`src/hw/rtl/rfh_pkg.sv`:
```
// Shared types, constants and CRC functions for the response frame hunter.
package rfh_pkg;

    localparam int unsigned DEF_MAX_PAYLOAD_WORDS = 64;
    localparam int unsigned DEF_MAX_HUNT_WORDS    = 1024;

    localparam int unsigned WORD_W     = 16;
    localparam int unsigned HDR_W      = 8;
    localparam int unsigned WIN_W      = 11;
    localparam int unsigned PAY_W      = 7;
    localparam int unsigned STATUS_W   = 3;
    localparam int unsigned CFG_IDX_W  = 3;
    localparam int unsigned CFG_DATA_W = 11;
    localparam int unsigned QUEUE_DEPTH = 2;

    localparam logic [WORD_W-1:0] CRC_INIT = 16'hFFFF;
    localparam logic [WORD_W-1:0] CRC_POLY = 16'hA001;

    localparam logic [HDR_W-1:0] RST_EXPECTED_HEADER = 8'd0;
    localparam logic             RST_FULL_BYTE_MATCH = 1'b0;
    localparam logic             RST_NEED_NONZERO    = 1'b1;
    localparam logic [WIN_W-1:0] RST_HUNT_WINDOW     = 11'd64;
    localparam logic [PAY_W-1:0] RST_PAYLOAD_WORDS   = 7'd4;
    localparam logic             RST_CHECK_CRC       = 1'b1;

    typedef enum logic [CFG_IDX_W-1:0] {
        CFG_EXPECTED_HEADER     = 3'd0,
        CFG_FULL_BYTE_MATCH     = 3'd1,
        CFG_NEED_NONZERO_SECOND = 3'd2,
        CFG_HUNT_WINDOW_WORDS   = 3'd3,
        CFG_PAYLOAD_WORDS       = 3'd4,
        CFG_CHECK_CRC           = 3'd5
    } t_cfg_idx;

    typedef enum logic [STATUS_W-1:0] {
        ST_HUNTING   = 3'd0,
        ST_CAPTURING = 3'd1,
        ST_DONE_OK   = 3'd2,
        ST_CRC_ERROR = 3'd3,
        ST_TIMEOUT   = 3'd4,
        ST_IGNORED   = 3'd5
    } t_status;

    typedef struct packed {
        logic [HDR_W-1:0] expected_header;
        logic             full_byte_match;
        logic             need_nonzero_second;
        logic [WIN_W-1:0] hunt_window_words;
        logic [PAY_W-1:0] payload_words;
        logic             check_crc;
    } t_cfg;

    // One classified word on its way from the front part to the back part.
    typedef struct packed {
        logic              is_word;
        logic              hdr_match;
        logic [WORD_W-1:0] word;
    } t_qent;

    function automatic logic [WORD_W-1:0] crc_byte(logic [WORD_W-1:0] crc,
                                                   logic [7:0] b);
        logic [WORD_W-1:0] c;
        c = crc ^ {8'h00, b};
        for (int i = 0; i < 8; i++) begin
            c = c[0] ? ((c >> 1) ^ CRC_POLY) : (c >> 1);
        end
        return c;
    endfunction

    // Low byte goes first, which is the byte-swapped order of the wire.
    function automatic logic [WORD_W-1:0] crc_word(logic [WORD_W-1:0] crc,
                                                   logic [WORD_W-1:0] w);
        return crc_byte(crc_byte(crc, w[7:0]), w[15:8]);
    endfunction

endpackage

```
`src/hw/rtl/rfh_if.sv`:
```
// Channel interfaces: input words, result words and configuration writes.
interface rfh_in_if;
    logic        valid;
    logic        ready;
    logic        req_type;
    logic [15:0] rx_word;

    modport source (output valid, output req_type, output rx_word, input ready);
    modport sink   (input valid, input req_type, input rx_word, output ready);
endinterface

interface rfh_out_if #(
    parameter int unsigned IDX_W = 7
);
    logic             valid;
    logic             ready;
    logic [15:0]      data_word;
    logic             data_valid;
    logic [IDX_W-1:0] word_index;
    logic             frame_last;
    logic [2:0]       status;

    modport source (output valid, output data_word, output data_valid,
                    output word_index, output frame_last, output status, input ready);
    modport sink   (input valid, input data_word, input data_valid,
                    input word_index, input frame_last, input status, output ready);
endinterface

interface rfh_cfg_if;
    logic        valid;
    logic        ready;
    logic [2:0]  reg_index;
    logic [10:0] wdata;

    modport source (output valid, output reg_index, output wdata, input ready);
    modport sink   (input valid, input reg_index, input wdata, output ready);
endinterface

```
`src/hw/rtl/rfh_front.sv`:
```
// Front part: configuration registers, word acceptance and header classification.
module rfh_front (
    input  logic          i_clk,
    input  logic          i_rst_n,
    rfh_in_if.sink        i_in,
    rfh_cfg_if.sink       i_cfg,
    input  logic          i_q_ready,
    output logic          o_push,
    output rfh_pkg::t_qent o_entry,
    output rfh_pkg::t_cfg  o_cfg
);
    import rfh_pkg::*;

    t_cfg r_cfg;
    t_cfg n_cfg;
    logic [HDR_W-1:0] hi_byte;
    logic [HDR_W-1:0] lo_byte;
    logic             byte_hit;

    assign i_cfg.ready = 1'b1;

    always_comb begin
        n_cfg = r_cfg;
        if (i_cfg.valid) begin
            unique case (i_cfg.reg_index)
                CFG_EXPECTED_HEADER:     n_cfg.expected_header = i_cfg.wdata[HDR_W-1:0];
                CFG_FULL_BYTE_MATCH:     n_cfg.full_byte_match = i_cfg.wdata[0];
                CFG_NEED_NONZERO_SECOND: n_cfg.need_nonzero_second = i_cfg.wdata[0];
                CFG_HUNT_WINDOW_WORDS:   n_cfg.hunt_window_words = i_cfg.wdata[WIN_W-1:0];
                CFG_PAYLOAD_WORDS:       n_cfg.payload_words = i_cfg.wdata[PAY_W-1:0];
                CFG_CHECK_CRC:           n_cfg.check_crc = i_cfg.wdata[0];
                default:                 n_cfg = r_cfg;
            endcase
        end
    end

    always_ff @(posedge i_clk) begin
        if (!i_rst_n) begin
            r_cfg.expected_header     <= RST_EXPECTED_HEADER;
            r_cfg.full_byte_match     <= RST_FULL_BYTE_MATCH;
            r_cfg.need_nonzero_second <= RST_NEED_NONZERO;
            r_cfg.hunt_window_words   <= RST_HUNT_WINDOW;
            r_cfg.payload_words       <= RST_PAYLOAD_WORDS;
            r_cfg.check_crc           <= RST_CHECK_CRC;
        end else begin
            r_cfg <= n_cfg;
        end
    end

    // In nibble mode an expected value above 15 can never match, since the
    // upper nibble of the compared value is forced to zero.
    assign hi_byte  = i_in.rx_word[15:8];
    assign lo_byte  = i_in.rx_word[7:0];
    assign byte_hit = r_cfg.full_byte_match ? (hi_byte == r_cfg.expected_header)
                    : ({4'h0, hi_byte[3:0]} == r_cfg.expected_header);

    assign i_in.ready        = i_q_ready;
    assign o_push            = i_in.valid && i_q_ready;
    assign o_entry.is_word   = i_in.req_type;
    assign o_entry.hdr_match = byte_hit && !(r_cfg.need_nonzero_second && (lo_byte == 8'h00));
    assign o_entry.word      = i_in.rx_word;
    assign o_cfg             = r_cfg;
endmodule

```
`src/hw/rtl/rfh_queue.sv`:
```
// Short register queue between the front and back parts.
module rfh_queue #(
    parameter int unsigned DEPTH = rfh_pkg::QUEUE_DEPTH
) (
    input  logic           i_clk,
    input  logic           i_rst_n,
    input  logic           i_push,
    input  rfh_pkg::t_qent i_entry,
    output logic           o_not_full,
    output logic           o_valid,
    output rfh_pkg::t_qent o_entry,
    input  logic           i_pop
);
    import rfh_pkg::*;

    localparam int unsigned PTR_W = (DEPTH > 1) ? $clog2(DEPTH) : 1;
    localparam int unsigned CNT_W = $clog2(DEPTH + 1);

    t_qent            r_mem [DEPTH];
    logic [PTR_W-1:0] r_wr_ptr;
    logic [PTR_W-1:0] n_wr_ptr;
    logic [PTR_W-1:0] r_rd_ptr;
    logic [PTR_W-1:0] n_rd_ptr;
    logic [CNT_W-1:0] r_count;
    logic [CNT_W-1:0] n_count;
    logic             do_push;
    logic             do_pop;

    assign o_not_full = (r_count != CNT_W'(DEPTH));
    assign o_valid    = (r_count != '0);
    assign o_entry    = r_mem[r_rd_ptr];
    assign do_push    = i_push && o_not_full;
    assign do_pop     = i_pop && o_valid;

    always_comb begin
        n_wr_ptr = r_wr_ptr;
        n_rd_ptr = r_rd_ptr;
        n_count  = r_count;
        if (do_push) begin
            n_wr_ptr = (r_wr_ptr == PTR_W'(DEPTH - 1)) ? '0 : r_wr_ptr + PTR_W'(1);
        end
        if (do_pop) begin
            n_rd_ptr = (r_rd_ptr == PTR_W'(DEPTH - 1)) ? '0 : r_rd_ptr + PTR_W'(1);
        end
        if (do_push && !do_pop) begin
            n_count = r_count + CNT_W'(1);
        end else if (do_pop && !do_push) begin
            n_count = r_count - CNT_W'(1);
        end
    end

    always_ff @(posedge i_clk) begin
        if (!i_rst_n) begin
            r_wr_ptr <= '0;
            r_rd_ptr <= '0;
            r_count  <= '0;
        end else begin
            r_wr_ptr <= n_wr_ptr;
            r_rd_ptr <= n_rd_ptr;
            r_count  <= n_count;
        end
    end

    always_ff @(posedge i_clk) begin
        if (do_push) begin
            r_mem[r_wr_ptr] <= i_entry;
        end
    end
endmodule

```
`src/hw/rtl/rfh_back.sv`:
```
// Back part: frame state machine, counters, running CRC and result register.
module rfh_back #(
    parameter int unsigned MAX_PAYLOAD_WORDS = rfh_pkg::DEF_MAX_PAYLOAD_WORDS,
    parameter int unsigned MAX_HUNT_WORDS    = rfh_pkg::DEF_MAX_HUNT_WORDS
) (
    input  logic           i_clk,
    input  logic           i_rst_n,
    input  rfh_pkg::t_cfg  i_cfg,
    input  logic           i_q_valid,
    input  rfh_pkg::t_qent i_q_entry,
    output logic           o_pop,
    rfh_out_if.source      o_out
);
    import rfh_pkg::*;

    localparam int unsigned IDX_W = $clog2(MAX_PAYLOAD_WORDS + 1);
    localparam int unsigned HC_W  = $clog2(MAX_HUNT_WORDS + 1);
    localparam int unsigned HCMP_W = (HC_W > WIN_W) ? HC_W : WIN_W;
    localparam int unsigned PCMP_W = (IDX_W > PAY_W) ? IDX_W : PAY_W;

    typedef enum logic [2:0] {
        PH_IDLE    = 3'b001,
        PH_HUNT    = 3'b010,
        PH_CAPTURE = 3'b100
    } t_phase;

    t_phase            r_phase;
    t_phase            n_phase;
    logic [HC_W-1:0]   r_hunt_cnt;
    logic [HC_W-1:0]   n_hunt_cnt;
    logic [IDX_W-1:0]  r_cap_cnt;
    logic [IDX_W-1:0]  n_cap_cnt;
    logic [WORD_W-1:0] r_crc;
    logic [WORD_W-1:0] n_crc;

    logic              r_out_valid;
    logic              n_out_valid;
    logic [WORD_W-1:0] r_data_word;
    logic [WORD_W-1:0] n_data_word;
    logic              r_data_valid;
    logic              n_data_valid;
    logic [IDX_W-1:0]  r_word_index;
    logic [IDX_W-1:0]  n_word_index;
    logic              r_frame_last;
    logic              n_frame_last;
    t_status           r_status;
    t_status           n_status;

    logic [HC_W-1:0]   hunt_inc;
    logic [IDX_W-1:0]  cap_inc;
    logic [HCMP_W-1:0] win_raw;
    logic [HCMP_W-1:0] win_eff;
    logic [PCMP_W-1:0] pay_raw;
    logic [PCMP_W-1:0] pay_eff;
    logic [WORD_W-1:0] crc_step;

    // A result can be loaded whenever the output register is empty or drains.
    assign o_pop = i_q_valid && (!r_out_valid || o_out.ready);

    assign hunt_inc = (r_hunt_cnt < HC_W'(MAX_HUNT_WORDS)) ? r_hunt_cnt + HC_W'(1)
                                                          : r_hunt_cnt;
    assign cap_inc  = (r_cap_cnt < IDX_W'(MAX_PAYLOAD_WORDS)) ? r_cap_cnt + IDX_W'(1)
                                                             : r_cap_cnt;

    assign win_raw = HCMP_W'(i_cfg.hunt_window_words);
    assign win_eff = (win_raw == '0) ? HCMP_W'(1)
                   : (win_raw > HCMP_W'(MAX_HUNT_WORDS)) ? HCMP_W'(MAX_HUNT_WORDS) : win_raw;
    assign pay_raw = PCMP_W'(i_cfg.payload_words);
    assign pay_eff = (pay_raw == '0) ? PCMP_W'(1)
                   : (pay_raw > PCMP_W'(MAX_PAYLOAD_WORDS)) ? PCMP_W'(MAX_PAYLOAD_WORDS)
                   : pay_raw;

    // The header restarts the CRC; payload words extend the running value.
    assign crc_step = crc_word((r_phase == PH_HUNT) ? CRC_INIT : r_crc, i_q_entry.word);

    always_comb begin
        n_phase      = r_phase;
        n_hunt_cnt   = r_hunt_cnt;
        n_cap_cnt    = r_cap_cnt;
        n_crc        = r_crc;
        n_data_word  = '0;
        n_data_valid = 1'b0;
        n_word_index = '0;
        n_frame_last = 1'b0;
        n_status     = ST_IGNORED;
        if (!i_q_entry.is_word) begin
            n_phase    = PH_HUNT;
            n_hunt_cnt = '0;
            n_cap_cnt  = '0;
            n_crc      = CRC_INIT;
            n_status   = ST_HUNTING;
        end else begin
            unique case (r_phase)
                PH_HUNT: begin
                    n_hunt_cnt = hunt_inc;
                    if (i_q_entry.hdr_match) begin
                        n_phase      = PH_CAPTURE;
                        n_cap_cnt    = '0;
                        n_crc        = crc_step;
                        n_data_word  = i_q_entry.word;
                        n_data_valid = 1'b1;
                        n_status     = ST_CAPTURING;
                    end else if (HCMP_W'(hunt_inc) >= win_eff) begin
                        n_phase  = PH_IDLE;
                        n_status = ST_TIMEOUT;
                    end else begin
                        n_status = ST_HUNTING;
                    end
                end
                PH_CAPTURE: begin
                    n_cap_cnt    = cap_inc;
                    n_data_word  = i_q_entry.word;
                    n_data_valid = 1'b1;
                    n_word_index = cap_inc;
                    if (PCMP_W'(cap_inc) >= pay_eff) begin
                        n_phase      = PH_IDLE;
                        n_frame_last = 1'b1;
                        n_status     = (i_cfg.check_crc && (i_q_entry.word != r_crc))
                                     ? ST_CRC_ERROR : ST_DONE_OK;
                    end else begin
                        n_crc    = crc_step;
                        n_status = ST_CAPTURING;
                    end
                end
                default: begin
                    n_status = ST_IGNORED;
                end
            endcase
        end
    end

    assign n_out_valid = o_pop ? 1'b1 : (o_out.ready ? 1'b0 : r_out_valid);

    always_ff @(posedge i_clk) begin
        if (!i_rst_n) begin
            r_phase     <= PH_IDLE;
            r_hunt_cnt  <= '0;
            r_cap_cnt   <= '0;
            r_crc       <= CRC_INIT;
            r_out_valid <= 1'b0;
        end else begin
            r_out_valid <= n_out_valid;
            if (o_pop) begin
                r_phase    <= n_phase;
                r_hunt_cnt <= n_hunt_cnt;
                r_cap_cnt  <= n_cap_cnt;
                r_crc      <= n_crc;
            end
        end
    end

    always_ff @(posedge i_clk) begin
        if (o_pop) begin
            r_data_word  <= n_data_word;
            r_data_valid <= n_data_valid;
            r_word_index <= n_word_index;
            r_frame_last <= n_frame_last;
            r_status     <= n_status;
        end
    end

    assign o_out.valid      = r_out_valid;
    assign o_out.data_word  = r_data_word;
    assign o_out.data_valid = r_data_valid;
    assign o_out.word_index = r_word_index;
    assign o_out.frame_last = r_frame_last;
    assign o_out.status     = r_status;
endmodule

```
`src/hw/rtl/response_frame_hunter_crc16.sv`:
```
// Top level of the response frame hunter with CRC-16/MODBUS frame check.
//
//   channel  | dir | handshake     | word carried
//   ---------+-----+---------------+------------------------------------------------
//   i_in     | in  | valid/ready   | req_type, rx_word
//   o_out    | out | valid/ready   | data_word, data_valid, word_index, frame_last, status
//   i_cfg    | in  | valid/ready   | reg_index, wdata (ready is always high)
//
// Every input word yields one result word; one word is taken per cycle while o_out
// is not stalled. The rate is set by the back part, which updates the running CRC
// by one whole word at a time. An input word passes the queue, then the output register.
// Reset is synchronous; it empties the queue and the output register, returns the
// frame state to idle and loads the register defaults. While o_out is stalled the
// two-entry queue fills, after which i_in.ready drops.
module response_frame_hunter_crc16 #(
    parameter int unsigned MAX_PAYLOAD_WORDS = rfh_pkg::DEF_MAX_PAYLOAD_WORDS,
    parameter int unsigned MAX_HUNT_WORDS    = rfh_pkg::DEF_MAX_HUNT_WORDS
) (
    input  logic       i_clk,
    input  logic       i_rst_n,
    rfh_in_if.sink     i_in,
    rfh_cfg_if.sink    i_cfg,
    rfh_out_if.source  o_out
);
    import rfh_pkg::*;

    localparam int unsigned IDX_W = $clog2(MAX_PAYLOAD_WORDS + 1);

    t_cfg  cfg;
    t_qent push_entry;
    t_qent pop_entry;
    logic  push;
    logic  q_not_full;
    logic  q_valid;
    logic  pop;

    rfh_front u_front (
        .i_clk     (i_clk),
        .i_rst_n   (i_rst_n),
        .i_in      (i_in),
        .i_cfg     (i_cfg),
        .i_q_ready (q_not_full),
        .o_push    (push),
        .o_entry   (push_entry),
        .o_cfg     (cfg)
    );

    rfh_queue #(
        .DEPTH (QUEUE_DEPTH)
    ) u_queue (
        .i_clk      (i_clk),
        .i_rst_n    (i_rst_n),
        .i_push     (push),
        .i_entry    (push_entry),
        .o_not_full (q_not_full),
        .o_valid    (q_valid),
        .o_entry    (pop_entry),
        .i_pop      (pop)
    );

    rfh_back #(
        .MAX_PAYLOAD_WORDS (MAX_PAYLOAD_WORDS),
        .MAX_HUNT_WORDS    (MAX_HUNT_WORDS)
    ) u_back (
        .i_clk     (i_clk),
        .i_rst_n   (i_rst_n),
        .i_cfg     (cfg),
        .i_q_valid (q_valid),
        .i_q_entry (pop_entry),
        .o_pop     (pop),
        .o_out     (o_out)
    );
endmodule

```
`src/flat_wrapper.sv`:
```
// flat-port wrapper written by rule: the top's interface ports become plain ports
module response_frame_hunter_crc16_flat import rfh_pkg::*;
#(
    parameter int unsigned MAX_PAYLOAD_WORDS = rfh_pkg::DEF_MAX_PAYLOAD_WORDS,
    parameter int unsigned MAX_HUNT_WORDS    = rfh_pkg::DEF_MAX_HUNT_WORDS
)
  (i_clk, i_rst_n, i_in_valid, i_in_req_type, i_in_rx_word, i_in_ready, i_cfg_valid, i_cfg_reg_index, i_cfg_wdata, i_cfg_ready, o_out_valid, o_out_data_word, o_out_data_valid, o_out_word_index, o_out_frame_last, o_out_status, o_out_ready);
  rfh_in_if i_in_i ();
  rfh_cfg_if i_cfg_i ();
  rfh_out_if o_out_i ();
  input  logic i_clk;
  input  logic i_rst_n;
  input wire logic [$bits(i_in_i.valid)-1:0] i_in_valid;
  input wire logic [$bits(i_in_i.req_type)-1:0] i_in_req_type;
  input wire logic [$bits(i_in_i.rx_word)-1:0] i_in_rx_word;
  output wire logic [$bits(i_in_i.ready)-1:0] i_in_ready;
  input wire logic [$bits(i_cfg_i.valid)-1:0] i_cfg_valid;
  input wire logic [$bits(i_cfg_i.reg_index)-1:0] i_cfg_reg_index;
  input wire logic [$bits(i_cfg_i.wdata)-1:0] i_cfg_wdata;
  output wire logic [$bits(i_cfg_i.ready)-1:0] i_cfg_ready;
  output wire logic [$bits(o_out_i.valid)-1:0] o_out_valid;
  output wire logic [$bits(o_out_i.data_word)-1:0] o_out_data_word;
  output wire logic [$bits(o_out_i.data_valid)-1:0] o_out_data_valid;
  output wire logic [$bits(o_out_i.word_index)-1:0] o_out_word_index;
  output wire logic [$bits(o_out_i.frame_last)-1:0] o_out_frame_last;
  output wire logic [$bits(o_out_i.status)-1:0] o_out_status;
  input wire logic [$bits(o_out_i.ready)-1:0] o_out_ready;
  assign i_in_i.valid = i_in_valid;
  assign i_in_i.req_type = i_in_req_type;
  assign i_in_i.rx_word = i_in_rx_word;
  assign i_in_ready = i_in_i.ready;
  assign i_cfg_i.valid = i_cfg_valid;
  assign i_cfg_i.reg_index = i_cfg_reg_index;
  assign i_cfg_i.wdata = i_cfg_wdata;
  assign i_cfg_ready = i_cfg_i.ready;
  assign o_out_valid = o_out_i.valid;
  assign o_out_data_word = o_out_i.data_word;
  assign o_out_data_valid = o_out_i.data_valid;
  assign o_out_word_index = o_out_i.word_index;
  assign o_out_frame_last = o_out_i.frame_last;
  assign o_out_status = o_out_i.status;
  assign o_out_i.ready = o_out_ready;
  response_frame_hunter_crc16 #(.MAX_PAYLOAD_WORDS(MAX_PAYLOAD_WORDS), .MAX_HUNT_WORDS(MAX_HUNT_WORDS)) u_core (.i_clk(i_clk), .i_rst_n(i_rst_n), .i_in(i_in_i), .i_cfg(i_cfg_i), .o_out(o_out_i));
endmodule
```
`config.mk`:
```
export PLATFORM = sky130hd
export DESIGN_NAME = response_frame_hunter_crc16_flat
export DESIGN_NICKNAME = d
export VERILOG_FILES = /design/src/hw/rtl/rfh_pkg.sv /design/src/hw/rtl/rfh_if.sv /design/src/hw/rtl/rfh_front.sv /design/src/hw/rtl/rfh_queue.sv /design/src/hw/rtl/rfh_back.sv /design/src/hw/rtl/response_frame_hunter_crc16.sv /design/src/flat_wrapper.sv
export SDC_FILE = /design/constraint.sdc
export NUM_CORES = 1
export LEC_CHECK = 0
export BUFFER_PORTS_ARGS = -buffer_cell sky130_fd_sc_hd__buf_2
export CAP_MARGIN = 15
export CORE_MARGIN = 2
export CORE_UTILIZATION = 45
export CTS_CLUSTER_SIZE = 8
export DETAILED_ROUTE_END_ITERATION = 8
export HOLD_SLACK_MARGIN = 0.05
export PLACE_DENSITY = 0.71
export SLEW_MARGIN = 20
export SYNTH_ARGS = -nofsm -noshare
export SYNTH_HDL_FRONTEND = slang
export SYNTH_SLANG_ARGS = --single-unit
```
`constraint.sdc`:
```
create_clock -name i_clk -period 3.9 [get_ports i_clk]
set_input_delay 0.585 -clock i_clk [delete_from_list [all_inputs] [get_ports i_clk]]
set_output_delay 0.585 -clock i_clk [all_outputs]
set_load 0.03 [all_outputs]
```
==> results_dict.tcl <==
set metrics [dict create \
    hold_path_class "in2reg" \
    finalMaxSlewViolations 0 \
    cap_violations 0 \
    intPower_mw 3.69 \
    holdPathEnd "u_core.u_queue.r_mem[1][1]$_DFFE_PP_" \
    yosys.area.top_type "edfxtp_1" \
    gp_congestion 0.899 \
    synthesis.nets 778 \
    routed_wl_microns 15600 \
    path_max_fanout 5 \
    num_rows 45 \
    synthArstFlopShare 0 \
    antenna_found_initial 0 \
    start_util 0.462 \
    clk_pin_slew_ps 60 \
    synth_area_leaders "edfxtp_1, dfxtp_1, xnor2_1" \
    dieArea_sq_um 16700 \
    drt_iter0_drc 411 \
    cts_buffers 17 \
    timing.reg2reg.setup_slack_ps 550 \
    placeableCoreArea_sq_um 15300 \
    cts_resized 0 \
    grtUsageTotal 0.199 \
    p_leak_nw 3.14 \
    worstReg2RegEnd "u_core.u_back.r_phase[0]$_SDFFE_PN1P_" \
    netlist_area_sq_um 7060 \
    nets 839 \
    port-buffer-count 65 \
    fin_crit_ps 3350 \
    viasPerCell 5.19 \
    reg2regPathDepth 14 \
    grt_pass1_vias 5001 \
    placed_cells 974 \
    setup_ws_ps 550 \
    synth_edf_count 64 \
    relSlewSlack 0.357 \
    critPathRequiredTime_ps 4200 \
    switchingPower_mw 2.17 \
    fill_cells 1397 \
    hpwl_microns 11300 \
    syn_avg_cell_area_sq_um 9.79 \
    vias 5221 \
    max-vdd-ir-drop_mv 0.409 \
    placed_cell_area_sq_um 7570 \
    post-place-ws_ps 641 \
    grt_first_pass_wirelength_microns 25500 \
    setup_viol 0 \
    overflow 0 \
    period_share 0.859 \
    ys_seq_elements 136 \
    power_frac_comb 0.397 \
    hp-start "i_in_rx_word[1]" \
    io_pins 67 \
    status "finished, final reports clean" \
    finClkSkew_ps 8.86 \
    ys_warn_count 0 \
    whs_path_depth 1 \
    clock-sinks 136 \
    drive_above_1_share 0.146 \
    end_kind "flip-flop" \
    worstMarginPinSlew_ps 964 \
    avgRoutedWirePerCell_microns 15.5 \
    ys_seq_area_frac 0.477 \
    r2r-start "u_core.u_back.r_hunt_cnt[0]$_SDFFE_PN0P_" \
    yosysTopAreaCellShare 0.272 \
    final_util 0.532 \
    start_kind "flip-flop" \
    syn_inst 721 \
    criticalPathCategory "reg2reg" \
    die_w_microns 129 \
    final_hold_viol_count 0 \
    syn2layout_area_growth_pct 15.0 \
    synth_cell_types 58 \
    cp.arrival_ps 3650 \
    htreeDepth 4 \
    p_per_area_nw_per_um2 722 \
    drcViolationCount 0 \
    grt_max_degree 55 \
    cts_buffer_depth 2 \
    yosys-top-cells-count "nand2_1, nor2_1, dfxtp_1" \
    design_area_sq_um 8110 \
    rsz0062_at_grt "no" \
    yosysMostFrequentCell "nand2_1" \
    seqPwrFrac 0.347 \
    pwr-share-clk 0.256 \
    first_pass_iters 5 \
    fmax_ghz 0.298 \
    root_buffer "clkbuf_16" \
    sw_frac_of_total 0.371 \
    ant_nets 0 \
    fin_tns_setup_ps 0 \
    final_cells 1006 \
    hold_buffers 0 \
    die_h_microns 129 \
    num_antenna_cells 0 \
    cts_tree "done" \
    synthFlopType "dfxtp_1" \
    post_cts_buffers 0 \
    clock_latency_ps 420 \
]
-- stage by stage --
stage,hold slack [ps],power (mW)
CTS,342,5.91
finish,363,5.86
floorplan,436,3.90
detailed placement,463,4.39
global placement,457,4.36
global route,347,6.20
-- critical path, stage by stage (launching register included) --
cell and delay, ps:
dfxtp_1 410, ha_1 180, nor2b_1 280, and3_1 280, nand3_1 180, nor2_1 160
xor2_1 220, ha_1 280, o21a_1 110, o211ai_1 190, nor2_1 70, a211oi_1 180
o31ai_1 140, nand2b_1 190, a221o_1 340
-- routing by layer --
| layer | vias up | GRT usage | wire, microns |
|---|---|---|---|
| met5 | - | 0 | 0 |
| met4 | 0 | 0.0729 | 299 |
| met3 | 21 | 0.0524 | 1040 |
| met2 | 152 | 0.306 | 6990 |
| met1 | 2428 | 0.273 | 7220 |
| li1 | 2620 | - | - |
-- cell usage in the layout, fill, tap and decap left out, types with 8 or more instances in the layout --
| cell | instances |
|---|---|
| nor2_1 | 85 |
| xnor2_1 | 68 |
| nor3_1 | 14 |
| ha_1 | 21 |
| o21ai_0 | 21 |
| buf_2 | 65 |
| and2_1 | 8 |
| mux2i_1 | 30 |
| edfxtp_1 | 64 |
| a22oi_1 | 11 |
| nand3_1 | 15 |
| dfxtp_1 | 71 |
| nand2_1 | 98 |
| clkbuf_16 | 17 |
| xor2_1 | 45 |
| o21ai_1 | 10 |
| a21oi_1 | 43 |
-- logic make-up (layout without fill, tap and decap cells) --
logic type / Yosys count / in the layout / synth area share
compound gates: 109 / 109 / 0.0915
xor+xnor: 114 / 114 / 0.143
fa+ha+maj: 21 / 21 / 0.0372
buf+inv: 38 / 112 / 0.0238
flops: 136 / 136 / 0.477
mux: 37 / 37 / 0.0567
other cells: 1 / 1 / 0.000531
simple gates: 265 / 265 / 0.170
-- power by group through the flow --
stage          Sequential, mW  Clock (mW)  Combinational [mW]
6_report                 2.04        1.50                2.33
5_1_grt                  2.07        1.60                2.53
4_1_cts                  2.04        1.53                2.34
3_5_place_dp             2.07           0                2.33
3_3_place_gp             2.06           0                2.30
2_1_floorplan            2.25           0                1.65
-- how the worst max path moves through the flow --
stage                                             start                                     to  slack [ps]  cells past startpoint
2_1_floorplan  u_core.u_back.r_hunt_cnt[0]$_SDFFE_PN0P_  u_core.u_back.r_phase[0]$_SDFFE_PN1P_         950                     14
3_3_place_gp   u_core.u_back.r_hunt_cnt[0]$_SDFFE_PN0P_  u_core.u_back.r_phase[0]$_SDFFE_PN1P_         780                     14
3_5_place_dp   u_core.u_back.r_hunt_cnt[0]$_SDFFE_PN0P_  u_core.u_back.r_phase[0]$_SDFFE_PN1P_         640                     14
4_1_cts        u_core.u_back.r_hunt_cnt[0]$_SDFFE_PN0P_  u_core.u_back.r_phase[0]$_SDFFE_PN1P_         590                     14
5_1_grt        u_core.u_back.r_hunt_cnt[0]$_SDFFE_PN0P_  u_core.u_back.r_phase[0]$_SDFFE_PN1P_         190                     14
6_report       u_core.u_back.r_hunt_cnt[0]$_SDFFE_PN0P_  u_core.u_back.r_phase[0]$_SDFFE_PN1P_         550                     14
-- state kept, by name, summed over array words and instances (netlist names), named ones only --
name                            count
u_core.u_back.o_out.frame_last      1
u_core.u_back.r_crc                16
u_core.u_back.o_out.data_word      16
u_core.u_back.o_out.word_index      7
u_core.u_back.o_out.status          3
u_core.u_back.r_hunt_cnt           11
u_core.u_back.r_cap_cnt             7
u_core.u_queue.r_wr_ptr             1
u_core.u_back.r_phase               3
u_core.u_queue.r_rd_ptr             1
u_core.u_back.o_out.data_valid      1
u_core.u_queue.r_count              2
u_core.u_back.o_out.valid           1
u_core.u_front.o_cfg               29
u_core.u_queue.r_mem               36
-- final cells by class --
cell class	instances	area, sq um	share of cell area
Inverter	8	30.0	0.00370
Clock buffer	21	440	0.0543
Sequential cell	136	3360	0.415
Timing Repair Buffer	72	378	0.0466
Multi-Input combinational cell	547	3530	0.435
Tap cell	211	264	0.0325
Clock inverter	11	106	0.0131
Power figures use the tool's default switching activity.
